--- src/rtl/ssq_pkg.sv ---
// Shared types, constants and helpers for the step sequencer with slide.
package ssq_pkg;

    // Defaults for the top-level parameters
    localparam int STEPS_DEF     = 16;
    localparam int FRAC_BITS_DEF = 12;

    // Field widths
    localparam int POS_W    = 32;
    localparam int IDX_W    = 4;
    localparam int SPITCH_W = 16;
    localparam int LEVEL_W  = 8;
    localparam int PITCH_W  = 20;
    localparam int IN_W     = 72;
    localparam int OUT_W    = 24;

    // Request kinds carried in tuser
    localparam logic MODE_FRAME = 1'b0;
    localparam logic MODE_LOAD  = 1'b1;

    // Gate level that opens the gate for the first half of the step
    localparam logic [LEVEL_W-1:0] GATE_HALF = 8'd128;

    // One stored step: pitch already scaled to semitones
    typedef struct packed {
        logic [LEVEL_W-1:0] slide;
        logic [LEVEL_W-1:0] gate;
        logic [PITCH_W-1:0] pitch;
    } step_entry_t;

    // Per-frame flags handed to the pitch/gate unit
    typedef struct packed {
        logic active;     // playing and position not negative
        logic cur_ok;     // current step written since reset
        logic prev_ok;    // previous step written since reset
    } frame_flags_t;

    // Octave fraction times 12 -> semitones, 16 fraction bits
    function automatic logic [PITCH_W-1:0] scale_pitch(input logic [SPITCH_W-1:0] p);
        logic [PITCH_W-1:0] w;
        begin
            w = PITCH_W'(p);
            scale_pitch = (w << 3) + (w << 2);
        end
    endfunction

endpackage

--- src/rtl/step_sequencer_with_slide.sv ---
// Flow: a frame request is registered in stage A, read into stage C, then registered at the output.
// Throughput: one request per cycle, load or frame, while the output is not stalled; loads give no result.
// Stages: reciprocal multiply for the step wrap, step-table read, pitch/gate evaluation.
// Reset clears the per-step valid bits and the held pitch; table contents need
// no clearing pass, an unwritten step reads as zero.
module step_sequencer_with_slide
    import ssq_pkg::*;
#(
    parameter int STEPS     = STEPS_DEF,
    parameter int FRAC_BITS = FRAC_BITS_DEF
)
(
    input  logic             clk,
    input  logic             rst_n,
    input  logic             s_axis_tvalid,
    output logic             s_axis_tready,
    // beat_pos[31:0], playing[32], step_index[36:33], step_pitch[52:37],
    // step_gate[60:53], step_slide[68:61], zero fill[71:69]
    input  logic [IN_W-1:0]  s_axis_tdata,
    // mode[0]
    input  logic             s_axis_tuser,
    output logic             m_axis_tvalid,
    input  logic             m_axis_tready,
    // pitch_out[19:0], gate_out[20], zero fill[23:21]
    output logic [OUT_W-1:0] m_axis_tdata
);

    localparam int AW      = $clog2(STEPS);
    localparam int XW      = 31 - FRAC_BITS;
    localparam int MW      = XW + 1;
    localparam int PW      = XW + MW;
    localparam int SH      = XW + AW;
    localparam int QW      = PW - SH;
    localparam logic [63:0] RECIP = ((64'd1 << SH) + 64'(STEPS) - 64'd1) / 64'(STEPS);
    localparam logic [MW-1:0] RECIP_M = RECIP[MW-1:0];
    localparam logic [AW-1:0] LAST_STEP = AW'(STEPS - 1);

    // Input field split
    logic [POS_W-1:0]    in_pos;
    logic                in_playing;
    logic [IDX_W-1:0]    in_idx;
    logic [SPITCH_W-1:0] in_pitch;
    logic [LEVEL_W-1:0]  in_gate;
    logic [LEVEL_W-1:0]  in_slide;
    logic [6:0]          in_idx_wide;
    logic                in_accept;

    assign in_pos      = s_axis_tdata[31:0];
    assign in_playing  = s_axis_tdata[32];
    assign in_idx      = s_axis_tdata[36:33];
    assign in_pitch    = s_axis_tdata[52:37];
    assign in_gate     = s_axis_tdata[60:53];
    assign in_slide    = s_axis_tdata[68:61];
    assign in_idx_wide = 7'(in_idx);
    assign in_accept   = s_axis_tvalid & s_axis_tready;

    // Stage A: request plus step-wrap product
    logic                 a_valid_reg;
    logic                 a_mode_reg;
    logic                 a_active_reg;
    logic                 a_in_range_reg;
    logic [PW-1:0]        a_prod_reg;
    logic [7:0]           a_xlo_reg;
    logic [FRAC_BITS-1:0] a_phase_reg;
    logic [AW-1:0]        a_idx_reg;
    step_entry_t          a_entry_reg;

    // Stage C: table read data and frame context
    logic                 c_valid_reg;
    frame_flags_t         c_flags_reg;
    logic [FRAC_BITS-1:0] c_phase_reg;
    step_entry_t          c_cur;
    logic [PITCH_W-1:0]   c_prev;

    // Output and held pitch
    logic                 out_valid_reg;
    logic                 gate_reg;
    logic [PITCH_W-1:0]   held_reg;
    logic [PITCH_W-1:0]   held_next;
    logic                 gate_next;

    logic [STEPS-1:0]     valid_reg;

    // Stall chain: each stage moves when the next has room
    logic out_en;
    logic c_ready;
    logic a_ready;
    logic a_move;
    logic c_move;

    assign out_en        = ~out_valid_reg | m_axis_tready;
    assign c_ready       = ~c_valid_reg | out_en;
    assign a_ready       = ~a_valid_reg | c_ready;
    assign s_axis_tready = a_ready;
    assign a_move        = a_valid_reg & c_ready;
    assign c_move        = c_valid_reg & out_en;

    // Step wrap: exact quotient by reciprocal, remainder from low bits
    logic [XW-1:0] in_x;
    logic [PW-1:0] prod_next;
    logic [QW-1:0] quot;
    logic [15:0]   qs;
    logic [7:0]    rem;
    logic [AW-1:0] step;
    logic [AW-1:0] prev_step;

    assign in_x      = in_pos[30:FRAC_BITS];
    assign prod_next = PW'(in_x) * PW'(RECIP_M);
    assign quot      = a_prod_reg[PW-1:SH];
    assign qs        = 8'(quot) * 8'(STEPS);
    assign rem       = a_xlo_reg - qs[7:0];
    assign step      = rem[AW-1:0];
    assign prev_step = (step == '0) ? LAST_STEP : (step - AW'(1));

    // Stage A capture
    always_ff @(posedge clk or negedge rst_n)
    begin
        if (!rst_n)
        begin
            a_valid_reg <= 1'b0;
        end
        else if (a_ready)
        begin
            a_valid_reg <= s_axis_tvalid;
        end
    end

    always_ff @(posedge clk)
    begin
        if (in_accept)
        begin
            a_mode_reg        <= s_axis_tuser;
            a_active_reg      <= in_playing & ~in_pos[31];
            a_in_range_reg    <= in_idx_wide < 7'(STEPS);
            a_prod_reg        <= prod_next;
            a_xlo_reg         <= 8'(in_x);
            a_phase_reg       <= in_pos[FRAC_BITS-1:0];
            a_idx_reg         <= in_idx_wide[AW-1:0];
            a_entry_reg.pitch <= scale_pitch(in_pitch);
            a_entry_reg.gate  <= in_gate;
            a_entry_reg.slide <= in_slide;
        end
    end

    // Table access: loads write, frames read, both in request order
    logic tbl_wr;
    logic tbl_rd;

    assign tbl_wr = a_move & (a_mode_reg == MODE_LOAD) & a_in_range_reg;
    assign tbl_rd = a_move & (a_mode_reg == MODE_FRAME);

    ssq_ram
    #(
        .WIDTH ($bits(step_entry_t)),
        .DEPTH (STEPS)
    )
    u_cur_ram
    (
        .clk     (clk),
        .wr_en   (tbl_wr),
        .wr_addr (a_idx_reg),
        .wr_data (a_entry_reg),
        .rd_en   (tbl_rd),
        .rd_addr (step),
        .rd_data (c_cur)
    );

    ssq_ram
    #(
        .WIDTH (PITCH_W),
        .DEPTH (STEPS)
    )
    u_prev_ram
    (
        .clk     (clk),
        .wr_en   (tbl_wr),
        .wr_addr (a_idx_reg),
        .wr_data (a_entry_reg.pitch),
        .rd_en   (tbl_rd),
        .rd_addr (prev_step),
        .rd_data (c_prev)
    );

    // Written-entry bits and stage C control
    always_ff @(posedge clk or negedge rst_n)
    begin
        if (!rst_n)
        begin
            valid_reg   <= '0;
            c_valid_reg <= 1'b0;
            c_flags_reg <= '0;
        end
        else
        begin
            if (tbl_wr)
            begin
                valid_reg[a_idx_reg] <= 1'b1;
            end
            if (c_ready)
            begin
                c_valid_reg <= a_valid_reg & (a_mode_reg == MODE_FRAME);
            end
            if (tbl_rd)
            begin
                c_flags_reg.active  <= a_active_reg;
                c_flags_reg.cur_ok  <= valid_reg[step];
                c_flags_reg.prev_ok <= valid_reg[prev_step];
            end
        end
    end

    always_ff @(posedge clk)
    begin
        if (tbl_rd)
        begin
            c_phase_reg <= a_phase_reg;
        end
    end

    // Pitch and gate for the frame in stage C
    ssq_pitch
    #(
        .FRAC_BITS (FRAC_BITS)
    )
    u_pitch
    (
        .flags    (c_flags_reg),
        .phase    (c_phase_reg),
        .cur_raw  (c_cur),
        .prev_raw (c_prev),
        .held     (held_reg),
        .pitch    (held_next),
        .gate     (gate_next)
    );

    // Output register; held pitch doubles as the pitch field
    always_ff @(posedge clk or negedge rst_n)
    begin
        if (!rst_n)
        begin
            out_valid_reg <= 1'b0;
            gate_reg      <= 1'b0;
            held_reg      <= '0;
        end
        else
        begin
            if (out_en)
            begin
                out_valid_reg <= c_valid_reg;
            end
            if (c_move)
            begin
                gate_reg <= gate_next;
                held_reg <= held_next;
            end
        end
    end

    assign m_axis_tvalid = out_valid_reg;
    assign m_axis_tdata  = {3'b000, gate_reg, held_reg};

endmodule

--- src/rtl/ssq_ram.sv ---
// Generic single-write, single-read RAM with registered read data.
module ssq_ram
#(
    parameter int WIDTH = 8,
    parameter int DEPTH = 16
)
(
    input  logic                     clk,
    input  logic                     wr_en,
    input  logic [$clog2(DEPTH)-1:0] wr_addr,
    input  logic [WIDTH-1:0]         wr_data,
    input  logic                     rd_en,
    input  logic [$clog2(DEPTH)-1:0] rd_addr,
    output logic [WIDTH-1:0]         rd_data
);

    logic [WIDTH-1:0] mem [DEPTH];

    // Write port and registered read port
    always_ff @(posedge clk)
    begin
        if (wr_en)
        begin
            mem[wr_addr] <= wr_data;
        end
        if (rd_en)
        begin
            rd_data <= mem[rd_addr];
        end
    end

endmodule

--- src/rtl/ssq_pitch.sv ---
// Pitch and gate evaluation for one frame: hold, step pitch or linear glide.
module ssq_pitch
    import ssq_pkg::*;
#(
    parameter int FRAC_BITS = FRAC_BITS_DEF
)
(
    input  frame_flags_t          flags,
    input  logic [FRAC_BITS-1:0]  phase,
    input  step_entry_t           cur_raw,
    input  logic [PITCH_W-1:0]    prev_raw,
    input  logic [PITCH_W-1:0]    held,
    output logic [PITCH_W-1:0]    pitch,
    output logic                  gate
);

    localparam int PROD_W = PITCH_W + FRAC_BITS + 1;

    step_entry_t          cur;
    logic [PITCH_W-1:0]   prev;
    logic                 first_half;
    logic                 past_half;
    logic                 rising;
    logic [PITCH_W-1:0]   diff;
    logic [FRAC_BITS:0]   twice;
    logic [PROD_W-1:0]    prod;
    logic [PITCH_W-1:0]   offset;
    logic [PITCH_W-1:0]   glided;

    // Entries never written read as zero
    assign cur  = flags.cur_ok ? cur_raw : '0;
    assign prev = flags.prev_ok ? prev_raw : '0;

    assign first_half = ~phase[FRAC_BITS-1];
    assign past_half  = phase[FRAC_BITS-1] & (|phase[FRAC_BITS-2:0]);

    // Glide from previous step pitch; offset truncates toward the start
    assign rising = cur.pitch >= prev;
    assign diff   = rising ? (cur.pitch - prev) : (prev - cur.pitch);
    assign twice  = {phase, 1'b0};
    assign prod   = PROD_W'(diff) * PROD_W'(twice);
    assign offset = prod[FRAC_BITS +: PITCH_W];
    assign glided = rising ? (prev + offset) : (prev - offset);

    // Gate and held-pitch selection
    always_comb
    begin
        pitch = held;
        gate  = 1'b0;
        if (flags.active && (cur.gate != '0))
        begin
            if ((cur.slide != '0) && first_half)
            begin
                pitch = glided;
            end
            else
            begin
                pitch = cur.pitch;
            end
            if (cur.gate == GATE_HALF)
            begin
                gate = ~past_half;
            end
            else
            begin
                gate = cur.gate > GATE_HALF;
            end
        end
    end

endmodule
--- config.mk ---
export PLATFORM = sky130hd
export DESIGN_NAME = step_sequencer_with_slide
export DESIGN_NICKNAME = d
export VERILOG_FILES = /design/src/rtl/ssq_pkg.sv /design/src/rtl/step_sequencer_with_slide.sv /design/src/rtl/ssq_ram.sv /design/src/rtl/ssq_pitch.sv
export SDC_FILE = /design/constraint.sdc
export NUM_CORES = 1
export LEC_CHECK = 0
export BUFFER_PORTS_ARGS = -buffer_cell sky130_fd_sc_hd__buf_2
export CAP_MARGIN = 40
export CORE_ASPECT_RATIO = 1.1
export CORE_MARGIN = 8
export CORE_UTILIZATION = 56
export CTS_BUF_LIST = sky130_fd_sc_hd__clkbuf_2 sky130_fd_sc_hd__clkbuf_4 sky130_fd_sc_hd__clkbuf_8
export DETAILED_ROUTE_END_ITERATION = 8
export GPL_TIMING_DRIVEN = 0
export PLACE_DENSITY_LB_ADDON = 0.15
export SETUP_SLACK_MARGIN = 0.1
export SYNTH_ARGS = -nofsm -noshare
export SYNTH_HDL_FRONTEND = slang
export SYNTH_HIERARCHICAL = 1
export SYNTH_SLANG_ARGS = --single-unit
--- constraint.sdc ---
create_clock -name clk -period 11.9 [get_ports clk]
set_input_delay 1.785 -clock clk [delete_from_list [all_inputs] [get_ports clk]]
set_output_delay 1.785 -clock clk [all_outputs]
set_load 0.005 [all_outputs]
-- After elaboration in Yosys (flattened, before gate mapping)
Memories as Yosys holds them, arrays and structs flattened. A register that Yosys moved wholly into a read port is not among the register bits.
Index checks and enable logic that the tools add are counted.
- div/mod/pow operators: 0
- shifts and indexed selects: 0
- bitwise logic cells: 20
- mux-type cells: 16
- reductions and logical operators: 8
- $mul: 1
- magnitude comparators: 7
- $add $sub $neg: 7
- equal/unequal tests: 1
- operator list (operator ; count):
    $mux 20 ; 4
    $sub 20x20->20 ; 3
    $mux 36 ; 1
    $mul 20x12->31 ; 1
    $add 19x18->20 ; 1
    $add 20x20->20 ; 1
    $ge 20x20->1 ; 1
    $lt 4x5->1 const B ; 4
    $or 16x16->16 ; 1
    $reduce_bool 8->1 ; 2
    $reduce_or 11->1 ; 1
    $and 1x1->1 ; 9
    $bmux 1 s4 ; 2
    $eq 8x8->1 const B ; 1
    $gt 8x8->1 const B ; 1
    $sub 4x1->4 const B ; 2
    $mux 1 ; 7
    $not 1->1 ; 7
    $demux 1 s4 ; 1
    $ge 4x1->1 const B ; 1
    $logic_not 4->1 ; 1
    $mux 4 ; 1
    $logic_and 1x1->1 ; 3
    $or 1x1->1 ; 3
    $reduce_and 2->1 ; 1
- memories: 2
- latch bits: 0
- output and inout port bits: 26
- bits in read-only memories: 0
- bits in writable memories: 896
- flip-flop bits (word level): 114
- memory list (name ; depth ; width ; read ports ; clocked after Yosys merged registers in ; wr ports ; line ; RTL):
    u_cur_ram.mem ; 16 ; 36 ; 1 ; 1 ; 1 ; ssq_ram.sv:17 ; logic [WIDTH-1:0] mem [DEPTH];
    u_prev_ram.mem ; 16 ; 20 ; 1 ; 1 ; 1 ; ssq_ram.sv:17 ;

-- Logic depth before layout (Yosys ltp)
- word-level depth: 8
- depth in mapped cells: 56
- gate-level depth less buffers: 50

-- Hierarchy
The synthesis kept the hierarchy.
- modules (own cells, without submodules) (module ; times used ; cells each ; area each (µm²) ; sequential area each (µm²)):
    ssq_ram at u_cur_ram ; 1 ; 938 ; 22680.5 ; 18377.6
    ssq_ram at u_prev_ram ; 1 ; 533 ; 12731.0 ; 10209.8
    ssq_pitch ; 1 ; 1574 ; 11766.3 ; 0.0
    step_sequencer_with_slide ; 1 ; 313 ; 4799.6 ; 3118.0

-- Worst setup path after synthesis
Ideal clock, no wire load.
- path type: reg2reg
- from: register c_flags_reg[0] (netlist bit)
- to: register held_reg[19]
- library setup time: 125 ps
- arrival time: 11653 ps
- path slack: 122 ps
- buffers on the path: 8
- cell stages (with the launch flop): 49
- clock period less this slack: 11778 ps
- data required time: 11775 ps
- path through: dfrtp_1 clkbuf_1 clkbuf_1 nand2_1 inv_1 ha_1 clkbuf_1 nand4_1 or2_1 and4_1 o21ai_0 clkbuf_1 clkbuf_1 buf_1 nor3_1 a21oi_1 xor2_1 clkbuf_1 [... 13 more ...] or3_1 o211a_1 or3_4 a2111oi_4 a21oi_1 xor2_1 ha_1 o21a_1 o21a_1 o221a_2 nor2_1 o211a_1 o41ai_1 xnor3_1 xnor2_1 nor3_1 nand3b_1 mux2_2
- word-level cells in the longest chain between the ends: 7
- elaborated cells between the ends (all ways): 10
- ends and longest elaborated chain (item ; line ; RTL):
    start: declaration ; step_sequencer_with_slide.sv:70 ; frame_flags_t c_flags_reg;
    $mux 20 (*) ; ssq_pitch.sv:32 ; assign prev = flags.prev_ok ? prev_raw : '0;
    $sub 20x20->20 or $ge 20x20->1 (tied branches) ; ssq_pitch.sv:39, ssq_pitch.sv:38 ;
    $mux 20 ; ssq_pitch.sv:39 ; assign diff = rising ? (cur.pitch - prev) : (prev - cur.pitch);
    $mul 20x12->31 ; ssq_pitch.sv:41 ; assign prod = PROD_W'(diff) * PROD_W'(twice);
    $sub 20x20->20 or $add 20x20->20 (tied branches) ; ssq_pitch.sv:43 ; assign glided = rising ? (prev + offset) : (prev - offset);
    $mux 20 (*) ; ssq_pitch.sv:43 ;
    $mux 20 (*) ; ssq_pitch.sv:52 ; if ((cur.slide != '0) && first_half)
    end signal: assignment ; step_sequencer_with_slide.sv:254 ; held_reg <= held_next;
    end: declaration ; step_sequencer_with_slide.sv:78 ; logic [PITCH_W-1:0] held_reg;
Mark *: on every way between the ends. The rest lies on a longest branch, timed or not.
A chain may end at the register's enable or synchronous reset.

-- Final worst setup path
Ends and elaborated chain as after synthesis.

==> impl_metrics.toml <==
[final_layout]
largestRegisters = "u_cur_ram/mem x576, u_prev_ram/mem x320, u_cur_ram/rd_data x36"
fin_nets = 4268
area_growth_pct = 18.1
fin_util = 0.665
largest_reg_flops = 576
regMostFlops = "u_cur_ram/mem"
drive_gt1_frac = 0.277

[yosys]
ys_ff_latch = 1063
yosysUniqueCellTypes = 90
async_flop_share = 0.0405
yosysWarnings = 6
synth-edff-count = 1020
synth_ff_type = "edfxtp_1"
netlist_instances = 3358
ys_seq_area_frac = 0.610
avgSynthCellArea_um2 = 15.5
synth.cell_area_um2 = 52000

[sta]
relSlewSlack = 0.387
period_needed_ns = 11.55
tightestPinTransition_ns = 0.916
rsz0062_at_grt = "no"
slew_violations = 0
max_freq_mhz = 86.6
tns_ns = 0
hold_viol_final = 0
skew_ns = 0.0463
fin_crit_sh = 0.970
finalSetupViolations = 0

[grt]
overflow = 0
grt_antenna_before_repair = 3
grt_pass1_wl_mm = 195
grt_pass1_vias = 32400
grt_max_degree = 42
grt.total_usage = 0.253

[setup_path]
crit_fanout = 8
startpoint_type = "register"
crit_path_top_delay_cell = "fa_1"
required_ns = 12.63
path_class = "reg2reg"
cp-end-kind = "register"
crit_arrival_ns = 12.28
cpMostUsedCell = "fa_1"
max_stage_delay_ns = 0.57

[placement]
place_hpwl_mm = 93.5
routabilityCongestion = 0.919
port_buffers = 81

[clocking]
cts_buffers = 163
htree_levels = 4
cts.clk_slew.worst_paths_ns = 0.08
cts-root-buf = "clkbuf_8"
cts_num_sinks = 1063
hold_buffers = 0
cts_tree = "done"
cts_buffer_depth = 3
clock_latency_ns = 0.84

[flow_run]
drv_cap = 0

[die]
coreArea_um2 = 92200
ios = 103
die_area_um2 = 103000
die_h_um = 336
die_w_um = 306
start_util = 0.564
rows = 117

[route]
vias_per_cell = 5.96
ant_nets = 0
routed_wl_mm = 131
post-route-drc-count = 0
first_iter_violations = 2797
avgRoutedWirePerCell_um = 25.3
first_pass_iters = 6
vias = 30900

[hold_path]
min_path_type = "reg2reg"

[status]
status = "completed"
==> stage by stage <==
step / hold WS (ns) / std cells / setup WS [ns] / instance area [um^2]
floorplan: 0.400 / 3424 / 0.122 / 52200
global placement: 0.401 / 4695 / -3.32 / 54100
detailed placement: 0.412 / 4772 / -3.47 / 55500
CTS: 0.397 / 5091 / 0.100 / 59500
global route: 0.412 / 5181 / 0.0529 / 61400
finish: 0.397 / 5181 / 0.351 / 61400
==> worst max-delay path, delay by kind of cell, from the launching register on <==
family / cells / cell delay [ns]
AO/OA/AOI/OAI: 15 / 3.17
adder cells (fa/ha/maj): 7 / 2.91
AND/OR/NAND/NOR: 10 / 1.81
buffers and inverters: 12 / 1.49
XOR/XNOR: 4 / 1.04
multiplexers: 2 / 0.60
flip-flops: 1 / 0.44
==> metal layers <==
metal,GRT usage,up-vias,wire (um)
met3,0.0396,215,7610
met5,0,-,13
li1,-,13600,-
met1,0.326,16000,52300
met2,0.442,1036,67700
met4,0.0788,2,3450
==> cells in the mapped netlist, drive strengths merged (6+ instances only) <==
library cell	instances	area, um^2
a211o	9	80.1
or3	10	67.6
xor2	23	201
nand3b	9	67.6
o2111ai	6	52.6
nand4	16	106
o211ai	8	60.1
o21bai	13	97.6
mux4	230	5250
inv	286	1070
buf	48	357
a211oi	15	123
o21a	9	67.6
and3	18	119
or2	11	68.8
nand3	21	105
nand2b	21	131
and2	86	541
ha	141	1760
xnor2	55	482
nor2	121	454
fa	182	3640
o21ai	47	239
clkbuf	113	434
edfxtp	1020	30600
nor3	33	165
o211a	6	60.1
a21oi	117	597
a21o	56	423
a2111oi	7	80.1
nor2b	18	120
a31oi	18	113
mux2i	16	160
nor4	11	75.1
a22oi	112	841
nand2	314	1180
mux2	26	297
dfrtp	43	1080
==> worst paths after layout <==
path,startpoint,endpoint,slack (ns),depth (start not counted)
setup / recovery,c_flags_reg[0],held_reg[19],0.35,50
hold / removal,a_phase_reg[1],c_phase_reg[1],0.40,0
setup reg to reg,c_flags_reg[0],held_reg[19],0.35,50
hold reg to reg,a_phase_reg[1],c_phase_reg[1],0.40,0
max in group asynchronous,rst_n,c_flags_reg[0],10.45,2
min in group asynchronous,rst_n,held_reg[4],0.85,1
==> kinds of logic (layout without fill, tap and decap cells) <==
logic type                 after synthesis  in the layout  synth area share
xor gates and xnor gates                79             79            0.0136
muxes                                  272            272             0.110
AOI/OAI and AO/OA                      472            472            0.0630
buffers and inverters                  447           1013            0.0359
DFF                                   1063           1063             0.610
adders and majority gates              323            323             0.104
and+or+nand+nor                        701            701            0.0636
other                                    1             68         0.0000721
==> placed cells by master, fill, tap and decap left out, types with 53 or more instances in the layout <==
master    instances
a21o_1           53
a21oi_1          89
a22oi_1         112
and2_1           79
buf_2            98
buf_4           145
clkbuf_1         75
clkbuf_4         53
clkbuf_8        170
conb_1           67
edfxtp_1       1020
fa_1            178
ha_1            103
inv_1           275
mux4_2          211
nand2_1         293
nor2_1           88
==> what timing repair did <==
item,in CTS,in global routing
pin swaps,29,120
endpoints found under the setup margin,19,11
cloned,0,5
gates resized for setup,157,238
buffers inserted,37,85
==> area by class of cell <==
type,instances,area (um^2)
clock buffer,214,2630
inverter,286,1080
antenna,1,2.50
timing repair buffer,285,2670
multi-input combinational,1914,20200
sequential,1063,31700
clock inverter,73,542
fill,6419,30900
buffer,155,1050
tap,1190,1490
Power is left out: the tool's default activity adds up to more than one toggle a clock period on the data nets, which glitch-free logic cannot reach.
